`src/hw/rtl/utv_pkg.sv`:
```
// utv_pkg: character codes, field positions and helper functions for the timestamp validator
`default_nettype none

package utv_pkg;

    typedef logic [7:0] char_t;
    typedef logic [4:0] pos_t;
    typedef logic [6:0] val2_t;

    localparam char_t CHAR_DASH  = 8'h2D;
    localparam char_t CHAR_COLON = 8'h3A;
    localparam char_t CHAR_T     = 8'h54;
    localparam char_t CHAR_Z     = 8'h5A;
    localparam char_t CHAR_ZERO  = 8'h30;
    localparam char_t CHAR_NINE  = 8'h39;

    // character positions within YYYY-MM-DDTHH:MM:SSZ
    localparam pos_t POS_YEAR_LO  = 5'd2;
    localparam pos_t POS_DASH1    = 5'd4;
    localparam pos_t POS_DASH2    = 5'd7;
    localparam pos_t POS_T        = 5'd10;
    localparam pos_t POS_COLON1   = 5'd13;
    localparam pos_t POS_COLON2   = 5'd16;
    localparam pos_t POS_Z        = 5'd19;
    localparam pos_t POS_LENGTH   = 5'd20;
    localparam pos_t POS_CAP      = 5'd21;

    localparam val2_t MONTH_FEB   = 7'd2;
    localparam val2_t MONTH_APR   = 7'd4;
    localparam val2_t MONTH_JUN   = 7'd6;
    localparam val2_t MONTH_SEP   = 7'd9;
    localparam val2_t MONTH_NOV   = 7'd11;
    localparam val2_t MONTH_MAX   = 7'd12;
    localparam val2_t HOUR_LIMIT  = 7'd24;
    localparam val2_t MIN_LIMIT   = 7'd60;

    // v * 10 + d, kept to seven bits
    function automatic val2_t acc2(input val2_t v, input logic [3:0] d);
        logic [9:0] sum;
        sum = ({3'b000, v} << 3) + ({3'b000, v} << 1) + {6'b000000, d};
        return sum[6:0];
    endfunction

    // days in a month, leap selects the long february
    function automatic logic [4:0] month_days(input val2_t m, input logic leap);
        logic [4:0] days;
        days = 5'd31;
        if (m == MONTH_FEB) begin
            days = leap ? 5'd29 : 5'd28;
        end else if (m == MONTH_APR || m == MONTH_JUN || m == MONTH_SEP ||
                     m == MONTH_NOV) begin
            days = 5'd30;
        end
        return days;
    endfunction

endpackage

`default_nettype wire

```
`src/hw/rtl/utc_timestamp_validator.sv`:
```
// utc_timestamp_validator: streaming check of YYYY-MM-DDTHH:MM:SSZ strings
// path: a final character passes the input register stage, then the result register
// throughput: one character per cycle, sustained, with results drained each cycle
// results: one per string, on the character flagged as end of string
// reset: aresetn is synchronous active low, empties both stages and restarts the parser
`default_nettype none

module utc_timestamp_validator (
    input  wire logic       aclk,
    input  wire logic       aresetn,
    input  wire logic       s_valid,
    output logic            s_ready,
    input  wire logic [7:0] s_char_code,
    input  wire logic       s_end_of_string,
    output logic            m_valid,
    input  wire logic       m_ready,
    output logic            m_timestamp_valid
);

    // input register stage
    logic                 in_valid_reg;
    utv_pkg::char_t       char_reg;
    logic                 last_reg;

    // parser state
    utv_pkg::pos_t        pos_reg,      pos_next;
    logic                 shape_ok_reg, shape_ok_next;
    // the year is held as two two-digit halves, which makes the leap test trivial
    utv_pkg::val2_t       year_hi_reg,  year_hi_next;
    utv_pkg::val2_t       year_lo_reg,  year_lo_next;
    utv_pkg::val2_t       month_reg,    month_next;
    utv_pkg::val2_t       day_reg,      day_next;
    utv_pkg::val2_t       hour_reg,     hour_next;
    utv_pkg::val2_t       minute_reg,   minute_next;
    utv_pkg::val2_t       second_reg,   second_next;

    // result register
    logic                 m_valid_reg;
    logic                 m_ts_valid_reg;

    logic                 advance;
    logic                 out_free;
    logic                 is_digit;
    logic [3:0]           digit;
    logic                 leap;
    logic [4:0]           days_in_month;
    logic                 result_ok;

    // result slot is free when empty or being taken this cycle
    assign out_free = !m_valid_reg || m_ready;
    // a non-final character never needs the result slot
    assign advance  = in_valid_reg && (!last_reg || out_free);
    assign s_ready  = !in_valid_reg || advance;

    assign m_valid           = m_valid_reg;
    assign m_timestamp_valid = m_ts_valid_reg;

    // input stage: holds one transaction until the parser takes it
    always_ff @(posedge aclk) begin
        if (!aresetn) begin
            in_valid_reg <= 1'b0;
        end else if (s_ready) begin
            in_valid_reg <= s_valid;
        end
        if (s_ready && s_valid) begin
            char_reg <= s_char_code;
            last_reg <= s_end_of_string;
        end
    end

    assign is_digit = (char_reg >= utv_pkg::CHAR_ZERO) && (char_reg <= utv_pkg::CHAR_NINE);
    // ascii digits have their value in the low nibble
    assign digit    = char_reg[3:0];

    // next parser state for the character in the input stage
    always_comb begin
        pos_next      = pos_reg;
        shape_ok_next = shape_ok_reg;
        year_hi_next  = year_hi_reg;
        year_lo_next  = year_lo_reg;
        month_next    = month_reg;
        day_next      = day_reg;
        hour_next     = hour_reg;
        minute_next   = minute_reg;
        second_next   = second_reg;

        priority if (pos_reg >= utv_pkg::POS_LENGTH) begin
            // too long
            shape_ok_next = 1'b0;
        end else if (pos_reg == utv_pkg::POS_DASH1 || pos_reg == utv_pkg::POS_DASH2) begin
            if (char_reg != utv_pkg::CHAR_DASH) shape_ok_next = 1'b0;
        end else if (pos_reg == utv_pkg::POS_T) begin
            if (char_reg != utv_pkg::CHAR_T) shape_ok_next = 1'b0;
        end else if (pos_reg == utv_pkg::POS_COLON1 || pos_reg == utv_pkg::POS_COLON2) begin
            if (char_reg != utv_pkg::CHAR_COLON) shape_ok_next = 1'b0;
        end else if (pos_reg == utv_pkg::POS_Z) begin
            if (char_reg != utv_pkg::CHAR_Z) shape_ok_next = 1'b0;
        end else if (!is_digit) begin
            // non-digit where a digit belongs, field left as it is
            shape_ok_next = 1'b0;
        end else if (pos_reg < utv_pkg::POS_YEAR_LO) begin
            year_hi_next = utv_pkg::acc2(year_hi_reg, digit);
        end else if (pos_reg < utv_pkg::POS_DASH1) begin
            year_lo_next = utv_pkg::acc2(year_lo_reg, digit);
        end else if (pos_reg < utv_pkg::POS_DASH2) begin
            month_next = utv_pkg::acc2(month_reg, digit);
        end else if (pos_reg < utv_pkg::POS_T) begin
            day_next = utv_pkg::acc2(day_reg, digit);
        end else if (pos_reg < utv_pkg::POS_COLON1) begin
            hour_next = utv_pkg::acc2(hour_reg, digit);
        end else if (pos_reg < utv_pkg::POS_COLON2) begin
            minute_next = utv_pkg::acc2(minute_reg, digit);
        end else begin
            second_next = utv_pkg::acc2(second_reg, digit);
        end

        // position counter saturates one past the full length
        if (pos_reg < utv_pkg::POS_CAP) begin
            pos_next = pos_reg + 5'd1;
        end
    end

    // gregorian leap rule on year = 100 * hi + lo: lo divisible by 4,
    // and lo nonzero or hi divisible by 4 (year zero counts as leap)
    assign leap = (year_lo_reg[1:0] == 2'b00) &&
                  ((year_lo_reg != 7'd0) || (year_hi_reg[1:0] == 2'b00));
    assign days_in_month = utv_pkg::month_days(month_reg, leap);

    // the closing 'Z' touches no field, so the stored values are final here
    assign result_ok = shape_ok_reg
                    && (pos_reg == utv_pkg::POS_Z)
                    && (char_reg == utv_pkg::CHAR_Z)
                    && (month_reg >= 7'd1) && (month_reg <= utv_pkg::MONTH_MAX)
                    && (day_reg >= 7'd1) && (day_reg <= {2'b00, days_in_month})
                    && (hour_reg < utv_pkg::HOUR_LIMIT)
                    && (minute_reg < utv_pkg::MIN_LIMIT)
                    && (second_reg < utv_pkg::MIN_LIMIT);

    // parser state, cleared after every final character
    always_ff @(posedge aclk) begin
        if (!aresetn || (advance && last_reg)) begin
            pos_reg      <= '0;
            shape_ok_reg <= 1'b1;
            year_hi_reg  <= '0;
            year_lo_reg  <= '0;
            month_reg    <= '0;
            day_reg      <= '0;
            hour_reg     <= '0;
            minute_reg   <= '0;
            second_reg   <= '0;
        end else if (advance) begin
            pos_reg      <= pos_next;
            shape_ok_reg <= shape_ok_next;
            year_hi_reg  <= year_hi_next;
            year_lo_reg  <= year_lo_next;
            month_reg    <= month_next;
            day_reg      <= day_next;
            hour_reg     <= hour_next;
            minute_reg   <= minute_next;
            second_reg   <= second_next;
        end
    end

    // result register
    always_ff @(posedge aclk) begin
        if (!aresetn) begin
            m_valid_reg <= 1'b0;
        end else if (out_free) begin
            m_valid_reg <= advance && last_reg;
        end
        if (out_free && advance && last_reg) begin
            m_ts_valid_reg <= result_ok;
        end
    end

    // counter never passes its saturation value
    assert property (@(posedge aclk) disable iff (!aresetn)
        pos_reg <= utv_pkg::POS_CAP)
        else $error("position counter beyond saturation");

    // a final character always yields a pending result
    assert property (@(posedge aclk) disable iff (!aresetn)
        (advance && last_reg) |=> m_valid_reg)
        else $error("final character produced no result");

    // parser restarts after a final character
    assert property (@(posedge aclk) disable iff (!aresetn)
        (advance && last_reg) |=> (pos_reg == 5'd0 && shape_ok_reg))
        else $error("parser state not cleared after final character");

    // a pending final character waits only while the result slot is blocked
    assert property (@(posedge aclk) disable iff (!aresetn)
        (in_valid_reg && last_reg && !advance) |-> (m_valid_reg && !m_ready))
        else $error("final character stalled with free result slot");

endmodule

`default_nettype wire
```
`config.mk`:
```
export PLATFORM = sky130hd
export DESIGN_NAME = utc_timestamp_validator
export DESIGN_NICKNAME = d
export VERILOG_FILES = /design/src/hw/rtl/utv_pkg.sv /design/src/hw/rtl/utc_timestamp_validator.sv
export SDC_FILE = /design/constraint.sdc
export NUM_CORES = 1
export LEC_CHECK = 0
export ABC_CLOCK_PERIOD_IN_PS = 3070
export BUFFER_PORTS_ARGS = -buffer_cell sky130_fd_sc_hd__buf_2
export CAP_MARGIN = 20
export CORE_MARGIN = 4
export CORE_UTILIZATION = 60
export DETAILED_ROUTE_END_ITERATION = 6
export GPL_TIMING_DRIVEN = 0
export PLACE_DENSITY_LB_ADDON = 0.08
export SYNTH_ARGS = -nofsm -noshare
export SYNTH_HDL_FRONTEND = slang
export SYNTH_SLANG_ARGS = --single-unit
export TNS_END_PERCENT = 100
```
`constraint.sdc`:
```
create_clock -name aclk -period 3.07 [get_ports aclk]
set_clock_uncertainty 0.1 [all_clocks]
set_input_delay 0.307 -clock aclk [delete_from_list [all_inputs] [get_ports aclk]]
set_output_delay 0.307 -clock aclk [all_outputs]
set_load 0.005 [all_outputs]
```
After elaboration in Yosys (flattened, before gate mapping). Index checks and enable logic that the tools add are counted.

Output and inout port bits: 3. Bits of input ports: 13. Register bits: 62.

Muxes and demuxes: 13. Bitwise gates (word level): 11. $add $sub $neg: 15. Order comparisons: 17. Eq/ne operators: 21. Reduce and logical (&&, ||, !) cells: 42.

Operators by type and width (number): adder 7 x 4 -> 7 bit (6); adder 7 bit (6); AND reduction 13 bit (2); logical AND 1 bit (16); inequality test 8 x 6 -> 1 bit, second input constant (2); inequality test 8 x 7 -> 1 bit, second input constant (2); equality test 7 x 3 -> 1 bit, second input constant (2); equality test 7 x 4 -> 1 bit, second input constant (2); greater-or-equal comparator 7 x 1 -> 1 bit, second input constant (2); < comparator 7 x 6 -> 1 bit, second input constant (2); 2-to-1 mux 1 bit (12); AND reduction 12 bit (1); inverter 1 bit (11); AND reduction 11 bit (1); equality test 5 x 3 -> 1 bit, second input constant (2); equality test 5 x 4 -> 1 bit, second input constant (2); equality test 5 bit, second input constant (2); logical OR 1 bit (10); < comparator 5 x 3 -> 1 bit, second input constant (2); < comparator 5 x 4 -> 1 bit, second input constant (2); < comparator 5 bit, second input constant (2); AND reduction 10 bit (1); AND reduction 9 bit (1); equality test 8 x 7 -> 1 bit, second input constant (1); 23 further kinds (27).

Logic depth before layout (Yosys ltp).
Word-level depth: 11. Gate-level depth with buffers: 10.

Worst setup path after synthesis. No wires, ideal clock.

Path type: flip-flop to flip-flop. From: register char_reg[3]. To: register hour_reg[6]. Setup time: 0.128 ns. Setup slack: 0.615 ns. Buffers on the path: 0. Cell stages (with the launch flop): 8. Clock period less this slack: 2.455 ns. Data arrival time: 2.228 ns. Cells stage by stage: edfxtp_1 -> fa_1 -> fa_1 -> a21o_1 -> a21oi_1 -> xnor2_1 -> mux2i_1 -> nor2_1.

Longest elaborated chain between the ends: 3.

Ends and longest elaborated chain: start, declared (line utc_timestamp_validator.sv:22) `utv_pkg::char_t char_reg;`; start signal, assigned (line utc_timestamp_validator.sv:66) `char_reg <= s_char_code;`; greater-or-equal comparator 8 x 6 -> 1 bit or <= comparator 8 x 6 -> 1 bit (tied branches) (line utc_timestamp_validator.sv:71) `assign is_digit = (char_reg >= utv_pkg::CHAR_ZERO) && (char_reg <= utv_pkg::CHAR_NINE);`; logical AND 1 bit (line utc_timestamp_validator.sv:71); AND reduction 12 bit (no line); end signal, assigned (line utc_timestamp_validator.sv:158) `hour_reg <= hour_next;`; end, declared (line utc_timestamp_validator.sv:33) `utv_pkg::val2_t hour_reg, hour_next;`.

Several ways; a longest one is shown, not always the timed one. A chain may end at the register's enable or synchronous reset.

Worst setup path after layout.
From: register char_reg[3]. To: register year_lo_reg[6].

Longest elaborated chain between the ends: 3.

Ends and longest elaborated chain: greater-or-equal comparator 8 x 6 -> 1 bit or <= comparator 8 x 6 -> 1 bit (tied branches) (line utc_timestamp_validator.sv:71); logical AND 1 bit (line utc_timestamp_validator.sv:71); AND reduction 9 bit (no line); end signal, assigned (line utc_timestamp_validator.sv:155) `year_lo_reg <= year_lo_next;`; end, declared (line utc_timestamp_validator.sv:30) `utv_pkg::val2_t year_lo_reg, year_lo_next;`.

Several ways; a longest one is shown, not always the timed one.

==> flow_metrics.env <==
export IMPL_status="finished, final reports clean"
export IMPL_cts_tree="done"
export IMPL_die_h_microns=91.5
export IMPL_area_growth_pct=9.22
export IMPL_syn_avg_cell_area_sq_um=10.3
export IMPL_reg2regPathDepth=7
export IMPL_row_count=30
export IMPL_irDropWorstVdd_uv=270
export IMPL_grt_remaining_overflow=0
export IMPL_hold_viol=0
export IMPL_firstDrtPassIters=4
export IMPL_initial_core_util_pct=61.5
export IMPL_setup_viol=0
export IMPL_critPathRequiredTime_ps=3250
export IMPL_r2r_slack_ps=250
export IMPL_vias=3033
export IMPL_synth_cell_types=58
export IMPL_wl_met2_mm=4.11
export IMPL_multiInputGateArea_sq_um=2730
export IMPL_yosys_most_used_dff="dfxtp_1"
export IMPL_min_path_type="input port to flop"
export IMPL_pin_count=16
export IMPL_critical_path_max_stage_delay_ps=880
export IMPL_drt_iter0_markers=108
export IMPL_largest_register_ffs=8
export IMPL_tightest_slew_ps=964
export IMPL_critPathLaunchType="flop"
export IMPL_path_clk_slew_ps=70
export IMPL_dr_max_layer_used="met4"
export IMPL_insertion_delay_ps=350
export IMPL_dp_hpwl_mm=6.27
export IMPL_cts_root_buffer="clkbuf_8"
export IMPL_drive_gt1_share_pct=11.9
export IMPL_die_area_sq_um=8370
export IMPL_synth_edf_count=10
export IMPL_first_global_vias=3070
export IMPL_yosysSeqAreaShare_pct=32.1
export IMPL_syn_inst=405
export IMPL_wl_per_cell_microns=16.3
export IMPL_cts_buffers=9
export IMPL_yosys_warnings=0
export IMPL_num_antenna_cells=0
export IMPL_maxSlewViolCount=0
export IMPL_critPathMaxFanout=10
export IMPL_final_cells=532
export IMPL_crit_path_end_kind="flop"
export IMPL_cp_arrival_ps=3000
export IMPL_slowest_stage="edfxtp_1"
export IMPL_p_leak_nw=1.98
export IMPL_grt_max_degree=12
export IMPL_ys_async_sr_fraction_pct=0
export IMPL_holdPathStages=1
export IMPL_crit_type="flop to flop"
export IMPL_rsz0062_at_grt="no"
export IMPL_route_met3_wl_microns=226
export IMPL_min_period_ps=2820
export IMPL_syn_area_sq_um=4180
export IMPL_cts_sinks=62
export IMPL_placed_cells=516
export IMPL_antenna_found_initial=0
export IMPL_cp_cell_sequence="fa_1 -> fa_1 -> a21o_1 -> a21oi_1 -> xor2_1 -> mux2i_1 -> nor2_1"
export IMPL_place_gp_congestion=0.864
export IMPL_routed_wl_mm=8.67
export IMPL_ys_ff_latch=62
export IMPL_htreeDepth=3
export IMPL_grt_pass1_wl_mm=15.1
export IMPL_period_share_pct=91.9
export IMPL_track_usage_pct=23.0
export IMPL_hold_path_startpoint="s_char_code[0]"
export IMPL_via_per_inst=5.70
export IMPL_cpMostUsedCell="fa_1"
export IMPL_nNetsFinal=509
export IMPL_reg2reg_from="char_reg[3]"
export IMPL_placement_io_buffers=15
export IMPL_power_density_nw_per_um2=363
export IMPL_fmax_ghz=0.354
export IMPL_wl_met1_mm=4.07
export IMPL_setup_worst_path_start="char_reg[3]"
export IMPL_finalSetupTns_ps=0
export IMPL_die_x_microns=91.5
export IMPL_remaining_drc_errors=0
export IMPL_cts_max_path_buffers=2
export IMPL_num_fill_cells=536
export IMPL_cts_resized=0
export IMPL_cts_hold_buf=0
export IMPL_postCtsSetupRepairBufs=0
export IMPL_core_area_sq_um=6790
export IMPL_syn_num_nets=483
export IMPL_ff_latch_area_sq_um=1340
export IMPL_ant_nets=0
export IMPL_max_cap_violations=0
export IMPL_slew_headroom_pct=35.4
where the power goes:
| part | switching, mW | internal [mW] | total, mW |
|---|---|---|---|
| registers | 0.0198 | 0.837 | 0.857 |
| logic | 0.0563 | 0.0337 | 0.0900 |
| clock network | 0.339 | 0.373 | 0.712 |
metrics by stage:
| step | util, % | hold slack, ps | setup slack [ps] | cell area, sq um | total power [mW] |
|---|---|---|---|---|---|
| 6_report | 67.2 | 32.4 | 247 | 4570 | 1.66 |
| 5_1_grt | 67.2 | 16.4 | 50.8 | 4570 | 1.73 |
| 4_1_cts | 67.2 | 15.4 | 209 | 4570 | 1.68 |
| 3_5_place_dp | 64.4 | 382 | 240 | 4380 | 0.966 |
| 3_3_place_gp | 64.4 | 374 | 258 | 4380 | 0.963 |
| 2_1_floorplan | - | 306 | 615 | 4180 | 0.928 |
critical path, delay by kind of cell, from the launching register on:
| kind | cells | cell delay (ps) |
|---|---|---|
| AO/OA/AOI/OAI | 2 | 350 |
| XOR/XNOR | 1 | 160 |
| adder cells (fa/ha/maj) | 2 | 1070 |
| flip-flops | 1 | 880 |
| multiplexers | 1 | 100 |
| AND/OR/NAND/NOR | 1 | 110 |
synth_stat cells, types with 2 or more instances:
library cell	instances	area, sq um
nor4_4	4	85.1
nor2_1	57	214
clkbuf_1	9	33.8
nand3b_1	2	15.0
xor2_1	6	52.6
nor4_1	2	12.5
a21oi_1	17	85.1
a211oi_1	8	60.1
xnor2_1	28	245
nor3_1	7	35.0
nor4b_1	4	35.0
nor4bb_1	3	30.0
nand3_1	5	25.0
nand2b_1	2	12.5
fa_1	12	240
edfxtp_1	10	300
nor2b_1	4	25.0
buf_6	2	22.5
ha_1	53	663
dfxtp_1	52	1040
a21o_1	13	97.6
o31ai_1	2	15.0
o21ai_0	3	15.0
mux2i_1	41	410
a31oi_1	5	31.3
buf_2	4	20.0
inv_1	6	22.5
nand4_1	3	18.8
nand2_1	11	41.3
or3b_2	2	17.5
area by class of cell:
| class | instances | share of cell area, % |
|---|---|---|
| clock inverters | 6 | 1.37 |
| flip-flops and latches | 62 | 29.4 |
| multi-input cells | 320 | 59.8 |
| well taps | 96 | 2.63 |
| plain buffers | 17 | 1.86 |
| repair buffers | 15 | 1.64 |
| inverters | 6 | 0.493 |
| clock buffers | 10 | 2.80 |
layout by cell type, fill, tap and decap left out, types with 5 or more instances in the layout:
cell      count
clkbuf_8      9
nor2_1       57
nand3_1       5
clkbuf_1     10
a21oi_1      17
edfxtp_1     10
a31oi_1       5
xor2_1        6
fa_1         12
xnor2_1      28
a21o_1       13
nor3_1        7
ha_1         53
inv_1         6
buf_2        19
a211oi_1      8
mux2i_1      41
dfxtp_1      52
nand2_1      11
final timing paths:
path	to
min reg2reg	shape_ok_reg
max reg2reg	year_lo_reg[6]
min	char_reg[0]
max	year_lo_reg[6]
layer usage:
metal | vias up | GRT usage [%]
met3 | 17 | 3.73
met4 | 0 | 10.1
met1 | 1461 | 30.2
li1 | 1518 | -
met2 | 37 | 37.2
met5 | - | 0
logic make-up (layout without fill, tap and decap cells):
| kind of cell | Yosys count | count (layout) | share of synthesized area (%) |
|---|---|---|---|
| and+or+nand+nor | 119 | 119 | 16.7 |
| xor gates and xnor gates | 34 | 34 | 7.12 |
| AOI/OAI and AO/OA | 61 | 61 | 10.1 |
| muxes | 41 | 41 | 9.82 |
| buffers and inverters | 23 | 54 | 2.57 |
| DFF | 62 | 62 | 32.1 |
| adders and majority gates | 65 | 65 | 21.6 |
Note: power is estimated with default switching activity, not from simulation.
